### src/cab_pkg.sv
// Shared types, constants and helpers for the clipped alpha-blend pixel writer.
// No dependencies; every other file in src imports this package.
package cab_pkg;

   // field widths
   localparam int COORD_W    = 16;
   localparam int CHAN_W     = 8;
   localparam int PIX_W      = 24;
   localparam int OUT_ADDR_W = 16;
   localparam int CFG_W      = 9;
   localparam int DIM_W      = 13;   // holds the largest frame dimension parameter
   localparam int ADDR_W     = 18;   // y*w+x with w, h below 512
   localparam int IDX_MAX_W  = 24;   // largest store index width

   // default store size
   localparam int MAX_WIDTH_DEF  = 256;
   localparam int MAX_HEIGHT_DEF = 256;

   // register map
   localparam int CSR_IDX_W = 2;
   localparam logic [CSR_IDX_W-1:0] CSR_FRAME_WIDTH  = 2'd0;
   localparam logic [CSR_IDX_W-1:0] CSR_FRAME_HEIGHT = 2'd1;
   localparam logic [CFG_W-1:0]     CFG_DIM_RESET    = 9'd256;

   // opaque alpha, channel full scale
   localparam logic [CHAN_W-1:0] CHAN_MAX = 8'hFF;

   // front-to-back queue
   localparam int QDEPTH = 4;
   localparam int QPTR_W = 2;
   localparam int QCNT_W = 3;

   typedef struct packed {
      logic signed [COORD_W-1:0] pos_x;
      logic signed [COORD_W-1:0] pos_y;
      logic [CHAN_W-1:0]         src_red;
      logic [CHAN_W-1:0]         src_green;
      logic [CHAN_W-1:0]         src_blue;
      logic [CHAN_W-1:0]         src_alpha;
   } cab_req_type;

   typedef struct packed {
      logic                  written;
      logic [OUT_ADDR_W-1:0] pixel_address;
      logic [PIX_W-1:0]      pixel_value;
   } cab_rsp_type;

   // classified word handed from front to back
   typedef struct packed {
      logic              clipped;
      logic              opaque;
      logic [ADDR_W-1:0] addr;
      logic [CHAN_W-1:0] red;
      logic [CHAN_W-1:0] green;
      logic [CHAN_W-1:0] blue;
      logic [CHAN_W-1:0] alpha;
   } cab_job_type;

   typedef enum logic [2:0] {
      BK_CLEAR,
      BK_IDLE,
      BK_READ,
      BK_MULT,
      BK_DONE
   } cab_back_state_type;

   // floor(s/255) for s <= 255*255: (s + (s>>8) + 1) >> 8
   function automatic logic [CHAN_W-1:0] div255(input logic [2*CHAN_W-1:0] s);
      logic [2*CHAN_W:0] t;
      t = {1'b0, s} + {9'b0, s[2*CHAN_W-1:CHAN_W]} + 17'd1;
      return t[2*CHAN_W-1:CHAN_W];
   endfunction

endpackage

### src/cab_front.sv
// Front end: takes request words, clips them against the frame and forms the address.
// Depends on cab_pkg.
module cab_front #(
   parameter int MAX_WIDTH  = cab_pkg::MAX_WIDTH_DEF,
   parameter int MAX_HEIGHT = cab_pkg::MAX_HEIGHT_DEF
) (
   input  logic                        clock,
   input  logic                        reset,
   input  logic                        req_push,
   output logic                        req_full,
   input  cab_pkg::cab_req_type        req_data,
   input  logic [cab_pkg::CFG_W-1:0]   frame_width,
   input  logic [cab_pkg::CFG_W-1:0]   frame_height,
   input  logic                        clearing,
   output logic                        q_push,
   output cab_pkg::cab_job_type        q_job,
   input  logic                        q_full
);
   import cab_pkg::*;

   localparam logic [DIM_W-1:0] MAXW = DIM_W'(MAX_WIDTH);
   localparam logic [DIM_W-1:0] MAXH = DIM_W'(MAX_HEIGHT);

   logic        stage_valid_ff, stage_valid_in;
   cab_req_type stage_ff, stage_in;
   logic        accept;
   logic [CFG_W-1:0]   w_eff, h_eff;
   logic [COORD_W-2:0] x_mag, y_mag;
   logic               clipped;
   logic [ADDR_W-1:0]  row_base, addr;

   // input stage handshake
   always_comb begin
      req_full       = clearing | (stage_valid_ff & q_full);
      accept         = req_push & ~req_full;
      q_push         = stage_valid_ff & ~q_full;
      stage_valid_in = accept | (stage_valid_ff & ~q_push);
      stage_in       = accept ? req_data : stage_ff;
   end

   always_ff @(posedge clock) begin
      if (reset) begin
         stage_valid_ff <= 1'b0;
      end else begin
         stage_valid_ff <= stage_valid_in;
      end
      stage_ff <= stage_in;
   end

   // clamp the configured size to the store
   always_comb begin
      w_eff = (DIM_W'(frame_width) > MAXW) ? MAXW[CFG_W-1:0] : frame_width;
      h_eff = (DIM_W'(frame_height) > MAXH) ? MAXH[CFG_W-1:0] : frame_height;
   end

   // clip and address
   always_comb begin
      x_mag    = stage_ff.pos_x[COORD_W-2:0];
      y_mag    = stage_ff.pos_y[COORD_W-2:0];
      clipped  = stage_ff.pos_x[COORD_W-1] | stage_ff.pos_y[COORD_W-1]
               | (x_mag >= (COORD_W-1)'(w_eff)) | (y_mag >= (COORD_W-1)'(h_eff));
      row_base = ADDR_W'(y_mag[CFG_W-1:0]) * ADDR_W'(w_eff);
      addr     = row_base + ADDR_W'(x_mag[CFG_W-1:0]);

      q_job.clipped = clipped;
      q_job.opaque  = (stage_ff.src_alpha == CHAN_MAX);
      q_job.addr    = clipped ? '0 : addr;
      q_job.red     = stage_ff.src_red;
      q_job.green   = stage_ff.src_green;
      q_job.blue    = stage_ff.src_blue;
      q_job.alpha   = stage_ff.src_alpha;
   end

endmodule

### config.mk
export PLATFORM = sky130hd
export DESIGN_NAME = cab_front
export DESIGN_NICKNAME = d
export VERILOG_FILES = /design/src/cab_pkg.sv /design/src/cab_front.sv
export SDC_FILE = /design/constraint.sdc
export NUM_CORES = 1
export LEC_CHECK = 0
export BUFFER_PORTS_ARGS = -buffer_cell sky130_fd_sc_hd__buf_4
export CAP_MARGIN = 30
export CORE_MARGIN = 4
export CORE_UTILIZATION = 56
export CTS_CLUSTER_SIZE = 40
export DETAILED_ROUTE_END_ITERATION = 6
export PLACE_DENSITY = 0.83
export SYNTH_ARGS = -nofsm -noshare
export SYNTH_HDL_FRONTEND = slang
export SYNTH_SLANG_ARGS = --single-unit
export TNS_END_PERCENT = 5
### constraint.sdc
create_clock -name clock -period 18.3 [get_ports clock]
set_input_delay 1.83 -clock clock [delete_from_list [all_inputs] [get_ports clock]]
set_output_delay 1.83 -clock clock [all_outputs]
set_load 0.02 [all_outputs]
==> impl_metrics.ini <==
[yosys]
syn_inst = 558
syn_nets = 771
synth_edf_count = 64
yosysSeqAreaShare = 0.332
async_reset_ff_frac = 0
ys_ff_latch = 65
synthFlopType = edfxtp_1
ys_warn_count = 0
synth_area_per_cell_sq_um = 10.5
syn_area_sq_um = 5840
ys_types = 44
yosys.area.top_type_share = 0.329
synth_top_area_cell = edfxtp_1
synthTopCellsByArea = edfxtp_1, fa_1, ha_1

[placed_design]
post-place-cells = 787
dpl.hpwl_mm = 10.5
post_dp_cell_area_sq_um = 6760
io_buffer_count = 140
gp_congestion = 0.864

[sta]
fin_crit_ns = 9.11
rsz0062_at_grt = false
relSlewSlack = 0.495
fin_skew_ns = 0.00799
setup_violations = 0
finalHoldViolations = 0
worstMarginPinSlew_ns = 0.757
final_min_period_over_clock_period = 0.498
hold_slack_ns = 0.586
timing.fmax_mhz = 110
fin_setup_tns_ns = 0
slew_viol_final = 0

[clock_network]
ctsHoldBuffers = 0
insertion_delay_ns = 0.33
clock-sinks = 65
cts-root-buf = clkbuf_8
cts_buffers = 9
path_clk_slew_ns = 0.07
ctsResizeCount = 0
post-cts-setup-buffer-count = 0
h-tree-depth = 3
cts_tree = yes
clock_path_buffers = 2

[drt]
drtAntennaViolNets = 0
detail_route.first_pass.iterations = 4
wire_per_inst_microns = 15.9
dr.first_iter.drc_count = 215
vias_per_cell = 5.22
drc = 0
drt-total-wl_mm = 12.7
num_vias = 4178

[layout]
final_common_cell = buf_4
design_area_sq_um = 6940
post-route-util = 0.678
antennaDiodeCount = 0
final_cells = 801
n_fill_cell = 752
final_cell_mix = buf_4, inv_1, ha_1
nNetsFinal = 875
syn2layout_area_growth_pct = 18.7
drive_above_1_share = 0.235

[critical_path]
required_ns = 16.47
crit_path_cell_trace = buf_4 -> nor2b_1 -> nand2_1 -> fa_1 -> inv_1 -> fa_1 -> inv_1 -> fa_1 -> inv_1 -> fa_1 -> inv_1 -> fa_1 -> inv_1 -> ha_1 -> or3_1 -> o211ai_2 -> a31oi_1 -> a2111o_1 -> a31oi_1 -> buf_4
cp_slowest_stage_delay_ns = 0.56
end_kind = output port
cp_max_fo = 18
cp_slowest_cell = fa_1
worst_ep_arrival_time_ns = 7.28
path_delay_family = adder cells
path_buf_inv = 7
path_class = in -> out
worstSetupStartpointType = input pin

[power_and_ir_drop]
power_per_cell_area_nw_per_um2 = 69.7
ir_drop_mv = 0.0894
p_leak_nw = 3.36

[global_route]
grt.met3_usage = 0.0687
met2_usage = 0.386
grt_pass1_vias = 4536
grt_pass1_wl_mm = 21.0
grt_overflow_total = 0
grt_busiest_layer = met2
grt_max_degree = 66
grt.met1_usage = 0.259
track_usage = 0.224
antenna_found_initial = 0

[floorplanning]
io_pins = 141
core_sq_um = 10200
die_w_microns = 110
initial_core_util = 0.571
dieArea_sq_um = 12100
fp-row-count = 37
die_y_microns = 110

[run]
max_cap_viol_count = 0

[min_path]
min_path_type = reg -> reg

[status]
status = finished clean
==> cell type report <==
cell class / count / area (sq um) / share of cell area
multi-input combinational: 359 / 3270 / 0.471
sequential: 65 / 1940 / 0.280
inverter: 86 / 323 / 0.0465
tap: 136 / 170 / 0.0245
clock inverter: 4 / 46.3 / 0.00668
clock buffer: 10 / 128 / 0.0184
timing repair buffer: 141 / 1060 / 0.153
==> layer usage <==
| metal | share of wire | wire [microns] | vias up |
|---|---|---|---|
| met5 | 0 | 0 | - |
| met4 | 0.029 | 367 | 0 |
| met3 | 0.088 | 1120 | 31 |
| met2 | 0.50 | 6360 | 183 |
| met1 | 0.38 | 4880 | 1953 |
| li1 | - | - | 2011 |
==> state kept, by name, indices dropped and copies added, names as in the netlist <==
signal	cells
q_job	32
stage_ff	32
stage_valid_ff	1
==> tightest hold or removal path, cell delays in order (launching register included) <==
cell,delay [ns]
dfxtp_1,0.39
a21oi_1,0.09
nor2_1,0.08
==> Yosys cell counts, types with 2 or more instances <==
cell type  number
o21ai_1         2
o2111ai_1       2
a211oi_1        6
fa_1           55
inv_1          85
a21o_1          3
a21oi_1        13
edfxtp_1       64
xor2_1          2
buf_1           4
ha_1           71
o21a_1          3
nand3_1         2
a31oi_1         4
buf_4          33
nor2b_1        11
nor4_1          4
nand2_1        60
o21ai_0        10
nor2_1         29
clkbuf_1        9
and2_1         38
xnor2_1         8
nor3_1         10
nand2b_1        3
a211o_1         2
nand4_1         8
==> stage by stage <==
step / worst slack (ns) / total power (W)
after floorplan: 9.69 / 0.000328
after global placement: 9.38 / 0.000370
after detailed placement: 9.23 / 0.000377
after CTS: 9.24 / 0.000487
after global routing: 8.86 / 0.000525
final: 9.19 / 0.000483
==> path summary, 6_finish.rpt <==
check	cells after the start	start	slack [ns]	endpoint
hold / removal	2	stage_valid_ff	0.59	stage_valid_ff
setup / recovery	20	frame_width[8]	9.19	q_job[49]
setup reg to reg	3	stage_valid_ff	16.54	q_job[27]
hold reg to reg	2	stage_valid_ff	0.59	stage_valid_ff
==> cell families after synthesis <==
family	share of synthesized area
AOI/OAI and AO/OA	0.0617
xor gates and xnor gates	0.0150
adders and majority gates	0.340
buffers and inverters	0.109
DFF	0.332
and+or+nand+nor	0.142
==> power by group <==
group | leakage [nW] | switching, W | total (W) | internal, W
clock network | 0.0856 | 0.0000478 | 0.000108 | 0.0000607
registers | 0.607 | 0.00000482 | 0.000176 | 0.000172
logic | 2.67 | 0.000110 | 0.000199 | 0.0000889
total | 3.36 | 0.000162 | 0.000483 | 0.000321
Power figures use the tool's default switching activity.
