### config.mk
export PLATFORM = sky130hd
export DESIGN_NAME = cab_fifo
export DESIGN_NICKNAME = d
export VERILOG_FILES = /design/src/cab_pkg.sv /design/src/cab_fifo.sv
export SDC_FILE = /design/constraint.sdc
export NUM_CORES = 1
export LEC_CHECK = 0
export ABC_CLOCK_PERIOD_IN_PS = 4160
export BUFFER_PORTS_ARGS = -buffer_cell sky130_fd_sc_hd__buf_2
export CAP_MARGIN = 20
export CELL_PAD_IN_SITES_DETAIL_PLACEMENT = 2
export CELL_PAD_IN_SITES_GLOBAL_PLACEMENT = 2
export CORE_MARGIN = 2
export CORE_UTILIZATION = 30
export CTS_BUF_LIST = sky130_fd_sc_hd__clkbuf_16
export DETAILED_ROUTE_END_ITERATION = 6
export GPL_TIMING_DRIVEN = 1
export MAX_ROUTING_LAYER = met4
export PLACE_DENSITY_LB_ADDON = 0.1
export SLEW_MARGIN = 10
export SYNTH_ARGS = -nofsm -noshare
export SYNTH_HDL_FRONTEND = slang
export SYNTH_SLANG_ARGS = --single-unit
### constraint.sdc
create_clock -name clock -period 4.16 [get_ports clock]
set_clock_uncertainty 0.2 [all_clocks]
set_input_delay 0.832 -clock clock [delete_from_list [all_inputs] [get_ports clock]]
set_output_delay 0.832 -clock clock [all_outputs]
set_load 0.005 [all_outputs]
### src/cab_pkg.sv
// Shared types, constants and helpers for the clipped alpha-blend pixel writer.
// No dependencies; every other file in src imports this package.
package cab_pkg;

   // field widths
   localparam int COORD_W    = 16;
   localparam int CHAN_W     = 8;
   localparam int PIX_W      = 24;
   localparam int OUT_ADDR_W = 16;
   localparam int CFG_W      = 9;
   localparam int DIM_W      = 13;   // holds the largest frame dimension parameter
   localparam int ADDR_W     = 18;   // y*w+x with w, h below 512
   localparam int IDX_MAX_W  = 24;   // largest store index width

   // default store size
   localparam int MAX_WIDTH_DEF  = 256;
   localparam int MAX_HEIGHT_DEF = 256;

   // register map
   localparam int CSR_IDX_W = 2;
   localparam logic [CSR_IDX_W-1:0] CSR_FRAME_WIDTH  = 2'd0;
   localparam logic [CSR_IDX_W-1:0] CSR_FRAME_HEIGHT = 2'd1;
   localparam logic [CFG_W-1:0]     CFG_DIM_RESET    = 9'd256;

   // opaque alpha, channel full scale
   localparam logic [CHAN_W-1:0] CHAN_MAX = 8'hFF;

   // front-to-back queue
   localparam int QDEPTH = 4;
   localparam int QPTR_W = 2;
   localparam int QCNT_W = 3;

   typedef struct packed {
      logic signed [COORD_W-1:0] pos_x;
      logic signed [COORD_W-1:0] pos_y;
      logic [CHAN_W-1:0]         src_red;
      logic [CHAN_W-1:0]         src_green;
      logic [CHAN_W-1:0]         src_blue;
      logic [CHAN_W-1:0]         src_alpha;
   } cab_req_type;

   typedef struct packed {
      logic                  written;
      logic [OUT_ADDR_W-1:0] pixel_address;
      logic [PIX_W-1:0]      pixel_value;
   } cab_rsp_type;

   // classified word handed from front to back
   typedef struct packed {
      logic              clipped;
      logic              opaque;
      logic [ADDR_W-1:0] addr;
      logic [CHAN_W-1:0] red;
      logic [CHAN_W-1:0] green;
      logic [CHAN_W-1:0] blue;
      logic [CHAN_W-1:0] alpha;
   } cab_job_type;

   typedef enum logic [2:0] {
      BK_CLEAR,
      BK_IDLE,
      BK_READ,
      BK_MULT,
      BK_DONE
   } cab_back_state_type;

   // floor(s/255) for s <= 255*255: (s + (s>>8) + 1) >> 8
   function automatic logic [CHAN_W-1:0] div255(input logic [2*CHAN_W-1:0] s);
      logic [2*CHAN_W:0] t;
      t = {1'b0, s} + {9'b0, s[2*CHAN_W-1:CHAN_W]} + 17'd1;
      return t[2*CHAN_W-1:CHAN_W];
   endfunction

endpackage

### src/cab_fifo.sv
// Short queue of classified words between front and back end.
// Depends on cab_pkg.
module cab_fifo (
   input  logic                  clock,
   input  logic                  reset,
   input  logic                  push,
   input  cab_pkg::cab_job_type  push_data,
   output logic                  full,
   input  logic                  pop,
   output cab_pkg::cab_job_type  pop_data,
   output logic                  empty
);
   import cab_pkg::*;

   cab_job_type       entry_ff [QDEPTH];
   logic [QPTR_W-1:0] wr_ff, wr_in, rd_ff, rd_in;
   logic [QCNT_W-1:0] cnt_ff, cnt_in;
   logic              do_push, do_pop;

   always_comb begin
      full     = (cnt_ff == QCNT_W'(QDEPTH));
      empty    = (cnt_ff == '0);
      do_push  = push & ~full;
      do_pop   = pop & ~empty;
      wr_in    = do_push ? wr_ff + 1'b1 : wr_ff;
      rd_in    = do_pop ? rd_ff + 1'b1 : rd_ff;
      cnt_in   = cnt_ff + QCNT_W'(do_push) - QCNT_W'(do_pop);
      pop_data = entry_ff[rd_ff];
   end

   always_ff @(posedge clock) begin
      if (reset) begin
         wr_ff  <= '0;
         rd_ff  <= '0;
         cnt_ff <= '0;
      end else begin
         wr_ff  <= wr_in;
         rd_ff  <= rd_in;
         cnt_ff <= cnt_in;
      end
      if (do_push) begin
         entry_ff[wr_ff] <= push_data;
      end
   end

endmodule

==> run summary, run 1 <==
TIMING
-------------------------------------------------------------------------------------
Post-route minimum period                                                     3.36 ns
Least-Margin Pin Slew                                                        0.884 ns
Count of final max-slew check failures                                              0
Final-report setup violation count                                                  0
Worst max-slew margin expressed relative to the limit                           41.0%
Maximum clock frequency                                                       298 MHz
Aggregate negative setup slack                                                   0 ns
Tcrit/Tclk final                                                                80.7%
Unrepaired setup endpoints after global routing                                    no
Number of hold-slack violations in the final timing report                          0

ROUTING
-------------------------------------------------------------------------------------
Starting DRT DRC Count                                                            213
Routed wire length                                                            16.8 mm
WL/cell                                                                  21.0 microns
DRC violations left                                                                 0
Detailed-route via count                                                         3658
Per-cell via count in the routed design                                          4.57
Final ANT Viol Nets                                                                 0
Length of the first detailed-routing pass in iterations                             4

GLOBAL ROUTING
-------------------------------------------------------------------------------------
Wire length of the first global-routing pass                                  25.5 mm
Pin count of the biggest net entering global routing                               53
Via count of the first global-routing pass                                       4363
Antenna violations before repair                                                    2
Gr usage total                                                                  12.5%
Congestion Overflow GR                                                              0

PWR
-------------------------------------------------------------------------------------
Power Internal                                                                4430 uW
Worst vdd ir                                                                 0.261 mV
Sequential fraction of design power                                             47.4%
Total net switching power                                                     1450 uW
Pwr dens                                                                  607 nW/um^2
Leakage power figure                                                       0.00325 uW
Sw Share                                                                        24.7%
Fraction of power consumed by the clock network                                 34.1%
Part of the power in combinational logic                                        18.5%

CRITICAL PATH
-------------------------------------------------------------------------------------
Worst path arrival time                                                       2.32 ns
Critical-path maximum fanout                                                       29
Category of the worst setup path capture point                           primary output
Category of the worst setup path launch point                                register
Data required time of the critical path                                       3.13 ns
Worst setup path category                                                     reg2out

SYNTHESIS
-------------------------------------------------------------------------------------
Post-synth cell types                                                              26
Avg Cell Area, Syn                                                         24.9 sq um
Synth Flop Type                                                          sky130_fd_sc_hd__edfxtp_1
Gate count after technology mapping                                               323
Proportion of synthesized chip area in sequential cells                         79.8%
Net count after synthesis                                                         386
Post-synthesis sequential element count                                           217
Post-synth EDFFs                                                                  208
Synthesized cell area                                                      8050 sq um
Synthesis warning total                                                             0
Share of async-settable or async-resettable flops after synthesis                  0%

CTS
-------------------------------------------------------------------------------------
Clock Sinks                                                                       217
Reg clk slew, reported paths                                                  0.06 ns
Clock tree from TritonCTS                                                       built
Max Root-Sink Buffers                                                               3
H-tree lvl count                                                                    1
Quantity of hold-fixing buffers added after cts                                     0
Clk Latency, worst-skew pair                                                  0.51 ns
CTS root buffer                                                          sky130_fd_sc_hd__clkbuf_16
Number of buffers inserted during clock tree synthesis                             25
Resized Gates After CTS                                                             0
# Post-CTS Setup Buffers                                                            0

PLACEMENT
-------------------------------------------------------------------------------------
Final Wtd Congestion                                                            0.660
PortBufs                                                                          109
Placed instance area                                                       8920 sq um
Final HPWL DP                                                                 9.68 mm

FLOORPLAN
-------------------------------------------------------------------------------------
Number of placement rows                                                           59
DIE AREA                                                                  28200 sq um
Die outline width                                                         168 microns
I/O pin count                                                                     110
Initial Util                                                                    30.7%
Area of the core                                                          26200 sq um
DIE HEIGHT                                                                168 microns

CELLS AND AREA
-------------------------------------------------------------------------------------
Most frequent standard cell in the layout excluding fill and tap cells   sky130_fd_sc_hd__edfxtp_1
Post-route cell area                                                       9680 sq um
Share of post-route cells with drive strength above 1                           44.2%
Number of filler cells placed in the layout                                      2524
Nets                                                                              511
Signed area change from the synthesized netlist to the final layout             20.3%
Leading cell types in the layout, fill and taps excluded                 sky130_fd_sc_hd__edfxtp_1 (208), sky130_fd_sc_hd__buf_2 (109), sky130_fd_sc_hd__mux4_2 (50)

MIN PATH
-------------------------------------------------------------------------------------
Worst min-delay path category                                                 reg2reg

OUTCOME
-------------------------------------------------------------------------------------
Status                                                                   complete, no violations

FLOW RUN
-------------------------------------------------------------------------------------
Max-capacitance violation count                                                     0

-- sequential cells by signal (all words and copies together), names as in the netlist, named ones only --
signal	cells
entry_ff	208
rd_ff	2
cnt_ff	3
wr_ff	2
-- cells in the mapped netlist (2+ instances only) --
master | instances | share of area (%)
sky130_fd_sc_hd__a21oi_1 | 2 | 0.12
sky130_fd_sc_hd__and2_1 | 4 | 0.31
sky130_fd_sc_hd__buf_12 | 5 | 1.2
sky130_fd_sc_hd__buf_2 | 5 | 0.31
sky130_fd_sc_hd__clkbuf_1 | 2 | 0.093
sky130_fd_sc_hd__dfxtp_1 | 9 | 2.2
sky130_fd_sc_hd__edfxtp_1 | 208 | 78
sky130_fd_sc_hd__ha_1 | 6 | 0.93
sky130_fd_sc_hd__inv_1 | 8 | 0.37
sky130_fd_sc_hd__mux4_1 | 2 | 0.65
sky130_fd_sc_hd__mux4_2 | 50 | 14
sky130_fd_sc_hd__nand2b_1 | 2 | 0.16
sky130_fd_sc_hd__nor2_1 | 3 | 0.14
sky130_fd_sc_hd__nor2b_1 | 2 | 0.16
sky130_fd_sc_hd__o21ai_0 | 2 | 0.12
sky130_fd_sc_hd__or3_1 | 2 | 0.16
sky130_fd_sc_hd__xnor2_1 | 2 | 0.22
-- power by group through the flow --
stage	Clock (uW)	Sequential, uW	Combinational [uW]
after floorplan	0	2720	817
after global placement	0	2830	1120
after detailed placement	0	2850	1140
after CTS	2080	2800	1140
after global routing	2150	2830	1200
final	2000	2790	1090
-- cell type report --
type	count	area, sq um	area share, %
Timing Repair Buffer	111	586	6.05
Sequential cell	217	6430	66.4
Multi-Input combinational cell	85	1460	15.1
Clock buffer	25	626	6.46
Antenna cell	3	7.51	0.0775
Inverter	8	30.0	0.310
Clock inverter	16	124	1.28
Tap cell	335	419	4.33
-- path summary, 6_finish.rpt --
path	from	slack (ns)	to	depth (start not counted)
min reg2reg	rd_ff[1]	0.29	register	2
min	rd_ff[1]	0.29	register	2
max	register	0.80	pop_data[36]	3
max reg2reg	cnt_ff[1]	1.57	cnt_ff[2]	10
-- per-layer routing --
| metal | track usage [%] | up-vias | wire length [microns] |
|---|---|---|---|
| met1 | 15.2 | 1927 | 6950 |
| met5 | - | - | 0 |
| li1 | - | 1610 | - |
| met3 | 2.94 | 25 | 937 |
| met2 | 21.1 | 96 | 8540 |
| met4 | 3.44 | 0 | 350 |
-- stage by stage --
step           utilization (%)  setup WS [ns]  hold slack, ns  power, uW  instances
6_report                  36.9          0.803           0.290       5880        800
3_5_place_dp              34.1           1.15           0.292       3990        756
5_1_grt                   36.9          0.589           0.314       6180        799
3_3_place_gp              34.1           1.22           0.271       3950        756
4_1_cts                   36.9          0.666           0.300       6020        797
2_1_floorplan                -           1.21           0.259       3540        323
-- worst max-delay path, cell delays in order, from the launching register on --
cell                      delay (ns)
sky130_fd_sc_hd__dfxtp_4        0.78
sky130_fd_sc_hd__buf_12         0.32
sky130_fd_sc_hd__mux4_2         0.54
sky130_fd_sc_hd__buf_2          0.17
-- logic make-up after synthesis --
group / share of synthesized area [%]
buffers and inverters: 2.16
DFF: 79.8
muxes: 14.8
and+or+nand+nor: 1.32
adders and majority gates: 1.18
AOI/OAI and AO/OA: 0.404
xor gates and xnor gates: 0.327
Note: power is estimated with default switching activity, not from simulation.
==> inputs of run 2 (changes only) <==
Settings changed: ABC_AREA set to 1, ABC_CLOCK_PERIOD_IN_PS 4160 to 2900.
Clock period 4.16 ns to 2.9 ns, I/O delays scaled along.
==> run 2 against run 1 <==
Net effect: combinational power rose by 100%; sequential share of layout area fell by 5.4 points; total power increased by 55%; sequential power increased by 42%; critical endpoint is now pop_data[29]; die area grew 8.4%; area after synthesis is 8.7% higher; final cell count increased by 37%; clock-buffer cell count did not move; cell area is 8.8% higher; first-iteration DRC count is 19% higher; synthesized cell count up 77%; critical path type unchanged.
==> run summary, run 2 <==
FLOORPLAN
-------------------------------------------------------------------------------------
DIE AREA                                                                  30500 sq um   was 28200 sq um
Area of the core                                                          28700 sq um   was 26200 sq um
Initial Util                                                                    30.5%   was 30.7%
Die outline width                                                         175 microns   was 168 microns
Number of placement rows                                                           62   was 59
DIE HEIGHT                                                                175 microns   was 168 microns
I/O pin count                                                                     110   unchanged

TIMING
-------------------------------------------------------------------------------------
Tcrit/Tclk final                                                                94.9%
Number of hold-slack violations in the final timing report                          0   unchanged
Count of final max-slew check failures                                              0   unchanged
Post-route minimum period                                                     2.75 ns
Worst max-slew margin expressed relative to the limit                           66.8%   was 41.0%
Final-report setup violation count                                                  0   unchanged
Maximum clock frequency                                                       363 MHz
Unrepaired setup endpoints after global routing                                    no   unchanged
Final worst hold slack                                                      0.0540 ns   was 0.290 ns
Least-Margin Pin Slew                                                        0.498 ns   was 0.884 ns

GLOBAL ROUTING
-------------------------------------------------------------------------------------
Wire length of the first global-routing pass                                  33.4 mm   was 25.5 mm
Pin count of the biggest net entering global routing                               83   was 53
Congestion Overflow GR                                                              0   unchanged
Antenna violations before repair                                                    2   unchanged
Gr usage total                                                                  14.7%   was 12.5%
Via count of the first global-routing pass                                       5781   was 4363

ROUTING
-------------------------------------------------------------------------------------
WL/cell                                                                  20.1 microns   was 21.0 microns
Total length of routed met3 wires                                         893 microns   was 937 microns
Length of the first detailed-routing pass in iterations                             4   unchanged
Per-cell via count in the routed design                                          4.70   was 4.57
Final ANT Viol Nets                                                                 0   unchanged
Topmost layer with routed signal wires                                           met4   unchanged
Routed wire length                                                            21.9 mm   was 16.8 mm
DRC violations left                                                                 0   unchanged
Routed met1 length                                                            9.25 mm   was 6.95 mm
Met2 wire len                                                                 11.3 mm   was 8.54 mm
Starting DRT DRC Count                                                            254   was 213
Detailed-route via count                                                         5135   was 3658

CRITICAL PATH
-------------------------------------------------------------------------------------
Category of the worst setup path capture point                           primary output   unchanged
Critical register-to-register path startpoint                               cnt_ff[1]   unchanged
Data required time of the critical path                                       2.12 ns   was 3.13 ns
Worst path arrival time                                                       1.97 ns   was 2.32 ns
Critical-path maximum fanout                                                       82   was 29
Category of the worst setup path launch point                                register   unchanged
Worst setup path category                                                     reg2out   unchanged

PLACEMENT
-------------------------------------------------------------------------------------
Final HPWL DP                                                                 12.9 mm   was 9.68 mm
Final Wtd Congestion                                                            0.683   was 0.660
PortBufs                                                                          109   unchanged

SYNTHESIS
-------------------------------------------------------------------------------------
Post-synthesis sequential element count                                           217   unchanged
Proportion of synthesized chip area in sequential cells                         73.5%   was 79.8%
Synth Flop Type                                                          sky130_fd_sc_hd__edfxtp_1   unchanged
Synthesis warning total                                                             0   unchanged
Post-synth cell types                                                              22   was 26
Post-synth EDFFs                                                                  208   unchanged
Avg Cell Area, Syn                                                         15.3 sq um   was 24.9 sq um
Area share of the largest cell type after synthesis                             71.4%   was 77.6%
Area contributors post-synth                                             sky130_fd_sc_hd__edfxtp_1 (71%), sky130_fd_sc_hd__o22ai_2 (5.4%), sky130_fd_sc_hd__o21ai_0 (5.2%)   was sky130_fd_sc_hd__edfxtp_1 (78%), sky130_fd_sc_hd__mux4_2 (14%), sky130_fd_sc_hd__dfxtp_1 (2.2%)
Most area-hungry cell type in the Yosys netlist                          sky130_fd_sc_hd__edfxtp_1   unchanged
Synthesized cell area                                                      8750 sq um   was 8050 sq um
Dominant cell by count in the synthesized netlist                        sky130_fd_sc_hd__edfxtp_1   unchanged
Net count after synthesis                                                         634   was 386
Commonest cells in the netlist                                           sky130_fd_sc_hd__edfxtp_1 (208), sky130_fd_sc_hd__o21ai_0 (90), sky130_fd_sc_hd__nor2_1 (78)   was sky130_fd_sc_hd__edfxtp_1 (208), sky130_fd_sc_hd__mux4_2 (50), sky130_fd_sc_hd__dfxtp_1 (9)
Gate count after technology mapping                                               571   was 323
Share of async-settable or async-resettable flops after synthesis                  0%   unchanged

PWR
-------------------------------------------------------------------------------------
Worst vdd ir                                                                 0.503 mV   was 0.261 mV
Overall power                                                                 9100 uW   was 5880 uW
Leakage power figure                                                       0.00364 uW   was 0.00325 uW
Pwr dens                                                                  863 nW/um^2   was 607 nW/um^2

CELLS AND AREA
-------------------------------------------------------------------------------------
Leading cell types in the layout, fill and taps excluded                 sky130_fd_sc_hd__edfxtp_1 (208), sky130_fd_sc_hd__buf_2 (109), sky130_fd_sc_hd__o21ai_0 (90)   was sky130_fd_sc_hd__edfxtp_1 (208), sky130_fd_sc_hd__buf_2 (109), sky130_fd_sc_hd__mux4_2 (50)
Most frequent standard cell in the layout excluding fill and tap cells   sky130_fd_sc_hd__edfxtp_1   unchanged
Largest registers                                                        entry_ff (208), cnt_ff (3)   unchanged
Nets                                                                              755   was 511
Share of the core filled with cells                                             36.7%   was 36.9%
Number of flip-flops under the largest register name                              208   unchanged
Register with the highest flop count                                         entry_ff   unchanged
Share of post-route cells with drive strength above 1                           34.5%   was 44.2%
Signed area change from the synthesized netlist to the final layout             20.5%   was 20.3%

MIN PATH
-------------------------------------------------------------------------------------
Origin of the worst min-delay path                                              reset   was rd_ff[1]
Worst min-delay path category                                                  in2reg   was reg2reg

CTS
-------------------------------------------------------------------------------------
Clk Latency, worst-skew pair                                                  0.51 ns   about the same
Reg clk slew, reported paths                                                  0.06 ns   about the same
CTS root buffer                                                          sky130_fd_sc_hd__clkbuf_16   unchanged
Number of buffers inserted during clock tree synthesis                             25   unchanged
Max Root-Sink Buffers                                                               3   unchanged
Clock Sinks                                                                       217   unchanged
Clock tree from TritonCTS                                                       built   unchanged
H-tree lvl count                                                                    1   unchanged
Quantity of hold-fixing buffers added after cts                                     0   unchanged

OUTCOME
-------------------------------------------------------------------------------------
Status                                                                   complete, no violations   unchanged

FLOW RUN
-------------------------------------------------------------------------------------
Max-capacitance violation count                                                     0   unchanged

run 2: cell types whose count changed in the layout (fill, tap and decap cells not counted), moves of 3 or more:
cell                      delta
sky130_fd_sc_hd__mux4_2     -50
sky130_fd_sc_hd__o21ai_0    +88
sky130_fd_sc_hd__o22ai_2    +38
sky130_fd_sc_hd__buf_4      +10
sky130_fd_sc_hd__o22ai_1    +14
sky130_fd_sc_hd__nor2_1     +71
sky130_fd_sc_hd__a21oi_1     +3
sky130_fd_sc_hd__nand3_1     +4
sky130_fd_sc_hd__nand2_1    +11
sky130_fd_sc_hd__inv_1      +13
sky130_fd_sc_hd__o21ai_1    +14
sky130_fd_sc_hd__nor2_4     +42
sky130_fd_sc_hd__and2_4      -4
run 2: area by class of cell:
cell class	instances	area (sq um)
tap	384	480
multi-input combinational	302	2030
clock inverter	17	129
fill	2944	18200
timing repair buffer	126	751
clock buffer	25	626
antenna	2	5.00
sequential	217	6430
inverter	20	83.8
run 2: power by group:
part / switching, uW / internal, uW / total, uW
combinational: 1410 / 809 / 2220
sequential: 122 / 3820 / 3950
clock: 1200 / 1730 / 2930
run 2: worst paths after layout:
path	to	slack [ns]	cells after the start
setup / recovery	pop_data[29]	0.15	4
hold / removal	cnt_ff[0]	0.05	2
setup reg to reg	cnt_ff[2]	0.63	9
hold reg to reg	rd_ff[0]	0.30	2
run 2: worst max-delay path, cell delays in order (launching register included):
cell and delay (ns):
sky130_fd_sc_hd__dfxtp_4 0.49, sky130_fd_sc_hd__buf_16 0.31, sky130_fd_sc_hd__o21ai_0 0.15, sky130_fd_sc_hd__o22ai_1 0.27
sky130_fd_sc_hd__buf_2 0.17
run 2: layer usage:
metal  track usage (%)  up-vias
li1                  -     2363
met1              17.7     2642
met2              25.1       95
met3              2.92       35
met4              3.96        0
met5                 -        -
run 2: logic make-up after synthesis:
logic type | count (synthesis) | share of synthesized area (%)
adder cells (fa/ha/maj) | 7 | 1.09
AO/OA/AOI/OAI | 161 | 12.7
flip-flops | 217 | 73.5
buffers and inverters | 52 | 3.63
AND/OR/NAND/NOR | 134 | 9.13
run 2: metrics by stage:
stage / cell area [sq um] / TNS [ns] / cells / setup slack, ns
3_5_place_dp: 9750 / 0 / 1048 / 0.552
3_3_place_gp: 9750 / 0 / 1048 / 0.593
2_1_floorplan: 8750 / -133.32 / 571 / -0.641
6_report: 10500 / 0 / 1093 / 0.147
4_1_cts: 10500 / 0 / 1090 / 0.00139
5_1_grt: 10500 / 0 / 1093 / 0.0220
run 2: repair_timing:
item | in CTS | in global routing
endpoints found under the hold margin | 0 | 0
gates resized for setup | 0 | 3
endpoints found under the setup margin | 0 | 49
setup buffers | 0 | 1
